==> src/rtl/rpfc_pkg.sv <==
package rpfc_pkg;

  // Output format codes held in the format register.
  typedef enum logic [2:0] {
    FMT_MONO1    = 3'd0,
    FMT_YA11     = 3'd1,
    FMT_BGR565   = 3'd2,
    FMT_RGBA8888 = 3'd3,
    FMT_Y8       = 3'd4,
    FMT_BGR332   = 3'd5,
    FMT_ARGB4444 = 3'd6
  } fmt_e;

  localparam int unsigned ChanW = 8;
  localparam int unsigned SumW  = 10;
  localparam int unsigned CodeW = 32;

  // Reciprocal of three in 11 fractional bits; exact floor for sums up to 765.
  localparam int unsigned RecipShift = 11;
  localparam logic [10:0] Recip3     = 11'd683;
  localparam int unsigned ProdW      = SumW + 11;

  localparam logic [SumW-1:0]  MonoThresh = 10'd384;
  localparam logic [ChanW-1:0] YaLow      = 8'h40;
  localparam logic [ChanW-1:0] YaMid      = 8'h80;
  localparam logic [ChanW-1:0] YaHigh     = 8'hc0;
  localparam logic [15:0]      Bgr565Black = 16'h0800;
  localparam logic [7:0]       Bgr332Black = 8'h20;

  // Status that the converter hands to the flag logic.
  typedef struct packed {
    logic set_seen;
  } conv_status_t;

endpackage

==> src/rtl/rgba_pixel_format_converter_top.sv <==
// Pipeline: two register stages, the input register and the result register;
// a word accepted into the input register moves on into the result register.
// Throughput: one pixel per clock; the input register and the result
// register form a two-stage pipeline that stalls only when the output stalls.
// Reset: rst_ni clears valids and the alpha-seen flag and sets the format
// register to rgba8888.
module rgba_pixel_format_converter_top
  import rpfc_pkg::*;
(
  input  logic              clk_i,
  input  logic              rst_ni,
  input  logic              cfg_valid_i,
  output logic              cfg_ready_o,
  input  logic [2:0]        cfg_data_i,
  input  logic              in_valid_i,
  output logic              in_stall_o,
  input  logic [ChanW-1:0]  red_i,
  input  logic [ChanW-1:0]  green_i,
  input  logic [ChanW-1:0]  blue_i,
  input  logic [ChanW-1:0]  alpha_i,
  input  logic              image_start_i,
  output logic              out_valid_o,
  input  logic              out_stall_i,
  output logic [CodeW-1:0]  pixel_code_o,
  output logic              alpha_seen_o
);

  fmt_e             fmt_q;
  logic             s1_valid_q, s1_valid_d;
  logic [ChanW-1:0] s1_red_q, s1_green_q, s1_blue_q, s1_alpha_q;
  logic             s1_start_q;
  logic             out_valid_q, out_valid_d;
  logic [CodeW-1:0] code_q;
  logic             seen_q, seen_d;
  logic [CodeW-1:0] conv_code;
  conv_status_t     conv_status;
  logic             advance, move, accept;

  // Format register; writes must come only while the pipeline is empty; the block does not enforce this.
  assign cfg_ready_o = 1'b1;

  always_ff @(posedge clk_i or negedge rst_ni) begin
    if (!rst_ni) begin
      fmt_q <= FMT_RGBA8888;
    end else if (cfg_valid_i) begin
      fmt_q <= fmt_e'(cfg_data_i);
    end
  end

  // Pipeline handshake: the result register advances when empty or taken.
  assign advance     = ~out_valid_q | ~out_stall_i;
  assign move        = s1_valid_q & advance;
  assign in_stall_o  = s1_valid_q & ~advance;
  assign accept      = in_valid_i & ~in_stall_o;
  assign s1_valid_d  = accept | (s1_valid_q & ~advance);
  assign out_valid_d = advance ? s1_valid_q : out_valid_q;

  always_ff @(posedge clk_i or negedge rst_ni) begin
    if (!rst_ni) begin
      s1_valid_q  <= 1'b0;
      out_valid_q <= 1'b0;
      seen_q      <= 1'b0;
    end else begin
      s1_valid_q  <= s1_valid_d;
      out_valid_q <= out_valid_d;
      seen_q      <= seen_d;
    end
  end

  // Input register.
  always_ff @(posedge clk_i) begin
    if (accept) begin
      s1_red_q   <= red_i;
      s1_green_q <= green_i;
      s1_blue_q  <= blue_i;
      s1_alpha_q <= alpha_i;
      s1_start_q <= image_start_i;
    end
  end

  rpfc_convert u_convert (
    .fmt_i    (fmt_q),
    .red_i    (s1_red_q),
    .green_i  (s1_green_q),
    .blue_i   (s1_blue_q),
    .alpha_i  (s1_alpha_q),
    .code_o   (conv_code),
    .status_o (conv_status)
  );

  // Sticky flag follows each word as it enters the result register.
  always_comb begin
    seen_d = seen_q;
    if (move) begin
      seen_d = (seen_q & ~s1_start_q) | conv_status.set_seen;
    end
  end

  // Result register.
  always_ff @(posedge clk_i) begin
    if (move) begin
      code_q <= conv_code;
    end
  end

  assign out_valid_o  = out_valid_q;
  assign pixel_code_o = code_q;
  assign alpha_seen_o = seen_q;

`ifndef SYNTHESIS
  a_stall_needs_word: assert property (@(posedge clk_i) disable iff (!rst_ni)
    in_stall_o |-> s1_valid_q)
    else $error("input stalled with an empty input register");

  a_out_from_stage: assert property (@(posedge clk_i) disable iff (!rst_ni)
    $rose(out_valid_q) |-> $past(s1_valid_q))
    else $error("result word appeared without a word in the input register");

  a_seen_rises_on_move: assert property (@(posedge clk_i) disable iff (!rst_ni)
    $rose(seen_q) |-> $past(move))
    else $error("alpha-seen flag set without a word moving");

  a_start_clears: assert property (@(posedge clk_i) disable iff (!rst_ni)
    (move && s1_start_q && !conv_status.set_seen) |=> !seen_q)
    else $error("image start did not clear the alpha-seen flag");
`endif

endmodule

==> src/rtl/rpfc_convert.sv <==
module rpfc_convert
  import rpfc_pkg::*;
(
  input  fmt_e              fmt_i,
  input  logic [ChanW-1:0]  red_i,
  input  logic [ChanW-1:0]  green_i,
  input  logic [ChanW-1:0]  blue_i,
  input  logic [ChanW-1:0]  alpha_i,
  output logic [CodeW-1:0]  code_o,
  output conv_status_t      status_o
);

  logic [SumW-1:0]  sum;
  logic [ProdW-1:0] prod;
  logic [ChanW-1:0] avg;
  logic [15:0]      c565;
  logic [7:0]       c332;
  logic             transp;

  // Channel sum and its average by multiplying with a reciprocal.
  assign sum  = SumW'(red_i) + SumW'(green_i) + SumW'(blue_i);
  assign prod = ProdW'(sum) * ProdW'(Recip3);
  assign avg  = prod[RecipShift +: ChanW];

  assign c565   = {blue_i[7:3], green_i[7:2], red_i[7:3]};
  assign c332   = {blue_i[7:5], green_i[7:5], red_i[7:6]};
  assign transp = ~alpha_i[7];

  // Per-format code and transparency rule.
  always_comb begin
    code_o            = '0;
    status_o.set_seen = 1'b0;
    unique case (fmt_i)
      FMT_MONO1: begin
        code_o = CodeW'(sum >= MonoThresh);
      end
      FMT_YA11: begin
        if (transp || (avg >= YaLow && avg < YaHigh)) begin
          status_o.set_seen = 1'b1;
        end else if (avg < YaMid) begin
          code_o = CodeW'(2'd1);
        end else begin
          code_o = CodeW'(2'd3);
        end
      end
      FMT_BGR565: begin
        if (transp) begin
          status_o.set_seen = 1'b1;
        end else if (c565 == '0) begin
          code_o = CodeW'(Bgr565Black);
        end else begin
          code_o = CodeW'(c565);
        end
      end
      FMT_RGBA8888: begin
        code_o            = {red_i, green_i, blue_i, alpha_i};
        status_o.set_seen = (alpha_i == '0);
      end
      FMT_Y8: begin
        code_o = CodeW'(avg);
      end
      FMT_BGR332: begin
        if (transp) begin
          status_o.set_seen = 1'b1;
        end else if (c332 == '0) begin
          code_o = CodeW'(Bgr332Black);
        end else begin
          code_o = CodeW'(c332);
        end
      end
      FMT_ARGB4444: begin
        code_o = CodeW'({alpha_i[7:4], red_i[7:4], green_i[7:4], blue_i[7:4]});
        status_o.set_seen = transp;
      end
      default: begin
        code_o = '0;
      end
    endcase
  end

endmodule

==> config.mk <==
export PLATFORM = sky130hd
export DESIGN_NAME = rgba_pixel_format_converter_top
export DESIGN_NICKNAME = d
export VERILOG_FILES = /design/src/rtl/rpfc_pkg.sv /design/src/rtl/rgba_pixel_format_converter_top.sv /design/src/rtl/rpfc_convert.sv
export SDC_FILE = /design/constraint.sdc
export NUM_CORES = 1
export LEC_CHECK = 0
export BUFFER_PORTS_ARGS = -buffer_cell sky130_fd_sc_hd__buf_2
export CAP_MARGIN = 30
export CORE_MARGIN = 8
export CORE_UTILIZATION = 58
export CTS_CLUSTER_SIZE = 12
export DETAILED_ROUTE_END_ITERATION = 7
export GPL_ROUTABILITY_DRIVEN = 0
export PLACE_DENSITY = 0.81
export SYNTH_ARGS = -nofsm -noshare
export SYNTH_HDL_FRONTEND = slang
export SYNTH_SLANG_ARGS = --single-unit
export TNS_END_PERCENT = 50
==> constraint.sdc <==
create_clock -name clk_i -period 8.5 [get_ports clk_i]
set_input_delay 1.7 -clock clk_i [delete_from_list [all_inputs] [get_ports clk_i]]
set_output_delay 1.7 -clock clk_i [all_outputs]
set_load 0.005 [all_outputs]
# Word-level counts from Yosys, hierarchy flattened
# Index checks and enable logic that the tools add are counted.
# W data, S select, Z words.
[totals] rom_bits=0 reg_bits=71 ram_bits=0 n_memories=0 elab_cells=53 latch_bits=0
[op_classes] order_cmp=4 muxes=10 n_mul=1 div=0 eq_ne=6 bitwise_logic=13 shift=0 reduce_logical=7 add_sub_neg=2
[op_table] operator="$pmux W32 S7" n=1
[op_table] operator="$mux W32" n=3
[op_table] operator="$mul A10 B10 Y19 const B" n=1
[op_table] operator="$logic_not A16 Y1" n=1
[op_table] operator="$logic_not A8 Y1" n=2
[op_table] operator="$lt A8 B8 Y1 const B" n=2
[op_table] operator="$mux W16" n=1
[op_table] operator="$add A10 B8 Y10" n=1
[op_table] operator="$ge A10 B9 Y1 const B" n=1
[op_table] operator="$add A8 B8 Y9" n=1
[op_table] operator="$eq A3 B3 Y1 const B" n=3
[op_table] operator="$ge A8 B7 Y1 const B" n=1
[op_table] operator="$mux W8" n=1
[op_table] operator="$eq A3 B2 Y1 const B" n=2
[op_table] operator="$not A1 Y1" n=6
[op_table] operator="$and A1 B1 Y1" n=4
[op_table] operator="$pmux W1 S4" n=1
[op_table] operator="$eq A3 B1 Y1 const B" n=1
[op_table] operator="$logic_not A3 Y1" n=1
[op_table] operator="$or A1 B1 Y1" n=3
[op_table] operator="$mux W1" n=2
[op_table] operator="$mux W2" n=1
[op_table] operator="$reduce_or A2 Y1" n=1
[op_table] operator="$logic_and A1 B1 Y1" n=1
[op_table] operator="$logic_or A1 B1 Y1" n=1

# Longest topological paths before layout
[logic_depth] word_depth=9 depth_mapped=32 depth_no_buf=32

# Modules after synthesis
# A second synthesis with hierarchy kept.
[unflattened] cells_unflattened=446 area_unflattened_um2=5091.1
[by_module_without_submodules] module="rpfc_convert" seq_area_each_um2=0.0 cells_each=361 area_each_um2=2886.5 n_inst=1
[by_module_without_submodules] module="rgba_pixel_format_converter_top" seq_area_each_um2=2104.5 cells_each=85 area_each_um2=2204.6 n_inst=1

# Least setup slack after synthesis
# No wires, ideal clock.
[synth_path] path_type="flip-flop to flip-flop" start="register s1_red_q[1]" end="register code_q[0], in the netlist pixel_code_o[0], data pin" path_slack_ns=1.561 required_ns=8.245 stages_incl_launch_ff=30 synth_period_minus_slack_ns=6.939 setup_time_ns=0.255 arrival_ns=6.683 cell_sequence="edfxtp_1 ha_1 a21o_1 a21oi_1 o21bai_1 a21oi_1 o21bai_1 a21oi_1 xnor2_1 ha_1 or3_1 o21ai_0 xnor2_1 inv_1 ha_1 ha_1 fa_1 fa_1 inv_1 fa_1 inv_1 ha_1 o21a_1 o211ai_1 a21bo_2 nor3_2 o32ai_4 xnor2_1 a211o_1 a31o_1"
[synth_via] elab_chain_len=8 elab_cells_between_ends=10 classes_between="add/sub (2); mul (1); order compare (3); mux (2); reduce/logical (2)"
[synth_lines] item="start, declared" line_no="rgba_pixel_format_converter_top.sv:30" text="logic [ChanW-1:0] s1_red_q, s1_green_q, s1_blue_q, s1_alpha_q;"
[synth_lines] item="start signal, assigned" line_no="rgba_pixel_format_converter_top.sv:73" text="s1_red_q <= red_i;"
[synth_lines] item="$add A8 B8 Y9 *" line_no="rpfc_convert.sv:21" text="assign sum = SumW'(red_i) + SumW'(green_i) + SumW'(blue_i);"
[synth_lines] item="$add A10 B8 Y10 *" line_no="rpfc_convert.sv:21"
[synth_lines] item="$mul A10 B10 Y19" line_no="rpfc_convert.sv:22" text="assign prod = ProdW'(sum) * ProdW'(Recip3);"
[synth_lines] item="$ge A8 B7 Y1 or $lt A8 B8 Y1 (tied branches)" line_no="rpfc_convert.sv:38" text="if (transp || (avg >= YaLow && avg < YaHigh)) begin"
[synth_lines] item="$logic_and A1 B1 Y1" line_no="rpfc_convert.sv:38"
[synth_lines] item="$logic_or A1 B1 Y1" line_no="rpfc_convert.sv:38"
[synth_lines] item="$mux W32" line_no="rpfc_convert.sv:38"
[synth_lines] item="$pmux W32 S7 *" line_no="rpfc_convert.sv:33" text="unique case (fmt_i)"
[synth_lines] item="net conv_code[0]" line_no="rgba_pixel_format_converter_top.sv:35" text="logic [CodeW-1:0] conv_code;"
[synth_lines] item="end signal, assigned" line_no="rgba_pixel_format_converter_top.sv:102" text="code_q <= conv_code;"
[synth_lines] item="end, declared" line_no="rgba_pixel_format_converter_top.sv:33" text="logic [CodeW-1:0] code_q;"
# Mark *: on every way through the listed nets, which the timed path passes. The rest lies on a longest branch.
# A chain may end at the register's enable or synchronous reset.

# Worst setup path in the final report
# Same ends and word-level chain as after synthesis.

==> metrics.txt <==
crit path DAT=7.59 ns; FF-to-FF End=pixel_code_o[0]; Hold WS=0.494 ns; GRT Util Overall=19.4%; Tcrit/Tclk final=87.8%; CP startpoint=s1_red_q[1]; Worst slew margin=47.5%; Startpoint Class=register; adder-cell share of the synthesized area=25.4%; first-pass GRT wire length=19.6 mm; Setup-failing EPs final=0; post-synth top area cell=edfxtp_1; Synth Flop Type=edfxtp_1; post-synthesis mux area share=1.01%; Rows=34; FF+latch count, synth=71; Seq/Total Area, Yosys=40.2%; share of the synthesized area in the top cell type=37.3%; Ports=77; CTS sink count=71; Post-Synth Simple-Gate Area=10.6%; Slew Viols, Final=0; crit path time final=7.47 ns; initial DRC count=312; status=finished clean; number of CTS-inserted buffers=9; setup TNS=0 ns; Final Hold Fails=0; CTS tree=yes; Post-CTS Hold Fix Bufs=0; number of global-route vias before repair=4,093; most common cell after layout, fill and taps aside=buf_2; Post-synth EDFFs=65; Setup Buffers After CTS=0; CP peak stage delay=0.52 ns; Worst-Margin Slew=0.781 ns; Crit-path slowest cell=fa_1; clk_skew=0.0159 ns; R2R Setup Slk=1.03 ns; top post-synthesis cells by area=edfxtp_1 (37%), ha_1 (18%), fa_1 (7.7%), xnor2_1 (3.9%), inv_1 (3.7%); xor/xnor share of the synthesized area=5.22%; clock buffer depth=2; Post-Synthesis Cell Area=0.00523 sq mm; clock slew at reported path FFs=0.09 ns; Final ANT Viol Nets=0; WS Path Type=register to register; share of post-route cells with drive strength above 1=19.7%; Post-layout nets=674; Synth Warn #=0; Die ar.=0.0123 sq mm; fill count=610; post-DR wirelength/cell=18.2 microns; Mapped Cells=459; Worst EP required=8.63 ns; Util after Layout=68.5%; Syn Nets=594; worst reg2reg path startpoint=s1_red_q[1]; critical path endpoint=pixel_code_o[0]; vias per cell=5.95; H-tree depth=3; cell area after layout=0.00597 sq mm; Clk Tree Root Cell=clkbuf_8; Async SR Flop Fraction=8.45%; Starting Density=60.0%; number of cells upsized or downsized after cts=0; Chip Width=111 microns; post-synth cell types=57; largest family of logic cells by synthesized area=adder cells; Overflow after GRT=0; Achievable Freq=134 MHz; most frequent cells in the layout=buf_2 (75), ha_1 (74), edfxtp_1 (65), inv_1 (52), nor2_1 (28); crit end category=register; Die H=111 microns; pin count of the biggest net entering global routing=37; initial antenna violation count=0; dpl cell area=0.00573 sq mm; Area Growth Syn to Fin=14.2%; PortBufs=75; core box area=0.00872 sq mm; # DRC=0; Crit Path Max Fanout=5; Synth Area in Compound Gates=12.9%; Reg2Reg Depth=29; Hold Path Stages=1; Post-DP HPWL=9.37 mm; Hold Path Class=register to register; Pre-antenna DRT Iters=8; Mean Syn Cell Area=11.4 sq um; most numerous cell on the critical path=ha_1; Total Routed Length=11.9 mm; RSZ-0062 raised after global routing=false; ANT cells=0; Max-Cap Viols=0; Worst-Skew Late Latency=0.36 ns; routed vias=3,879
per-stage QoR:
step / setup slack, ns / cells
2_1_floorplan: 1.56 / 459
3_3_place_gp: 1.28 / 636
3_5_place_dp: 1.09 / 636
4_1_cts: 1.06 / 652
5_1_grt: 0.573 / 652
6_report: 1.03 / 652
routing by layer:
metal | up-vias | track usage (%) | share of wire (%)
met5 | - | 0 | 0
met4 | 0 | 6.31 | 1.9
met3 | 31 | 4.92 | 8.5
met2 | 190 | 33.3 | 49
met1 | 1833 | 23.0 | 41
li1 | 1825 | - | -
worst max-delay path, delay by kind of cell, from the launching register on:
| family | cells | cell delay, ns |
|---|---|---|
| AOI/OAI and AO/OA | 13 | 2.60 |
| xor gates and xnor gates | 3 | 0.53 |
| adders and majority gates | 8 | 3.03 |
| buffers and inverters | 3 | 0.24 |
| DFF | 1 | 0.40 |
| and+or+nand+nor | 2 | 0.42 |
worst min-delay path by stage:
stage	from	endpoint	slack (ns)
floorplan	s1_valid_q	out_valid_o	0.44
global placement	s1_valid_q	out_valid_o	0.47
detailed placement	s1_valid_q	out_valid_o	0.48
CTS	s1_valid_q	out_valid_o	0.50
global route	s1_valid_q	out_valid_o	0.53
finish	s1_valid_q	out_valid_o	0.49
area by class of cell:
| cell class | instances | area [sq um] | area share (%) |
|---|---|---|---|
| multi-input cells | 327 | 2900 | 48.5 |
| flip-flops and latches | 71 | 2100 | 35.2 |
| repair buffers | 78 | 398 | 6.66 |
| inverters | 52 | 195 | 3.27 |
| well taps | 108 | 135 | 2.26 |
| clock buffers | 9 | 124 | 2.07 |
| clock inverters | 7 | 119 | 1.99 |
sequential cells by signal, summed over array words and instances (netlist names):
signal / flops
out_valid_o: 1
s1_alpha_q: 8
s1_red_q: 8
alpha_seen_o: 1
s1_green_q: 8
s1_start_q: 1
fmt_q: 3
s1_blue_q: 8
s1_valid_q: 1
pixel_code_o: 32
synth_stat cells, drive strengths merged, types with 6 or more instances:
| cell type | count |
|---|---|
| o21ai | 15 |
| inv | 52 |
| xnor2 | 24 |
| a21oi | 16 |
| clkbuf | 7 |
| o211ai | 8 |
| ha | 74 |
| edfxtp | 65 |
| nor2b | 7 |
| nor3 | 11 |
| nand3 | 7 |
| a21o | 7 |
| o21bai | 6 |
| and2 | 19 |
| a222oi | 8 |
| nor2 | 28 |
| fa | 20 |
| nand2 | 19 |
cell families after synthesis:
logic type                 after synthesis
buffers and inverters                   61
AOI/OAI and AO/OA                       89
xor gates and xnor gates                29
other                                    1
adders and majority gates               94
DFF                                     71
muxes                                    5
and+or+nand+nor                        109
Power is left out: the tool's default activity adds up to more than one toggle a clock period on the data nets, which glitch-free logic cannot reach.
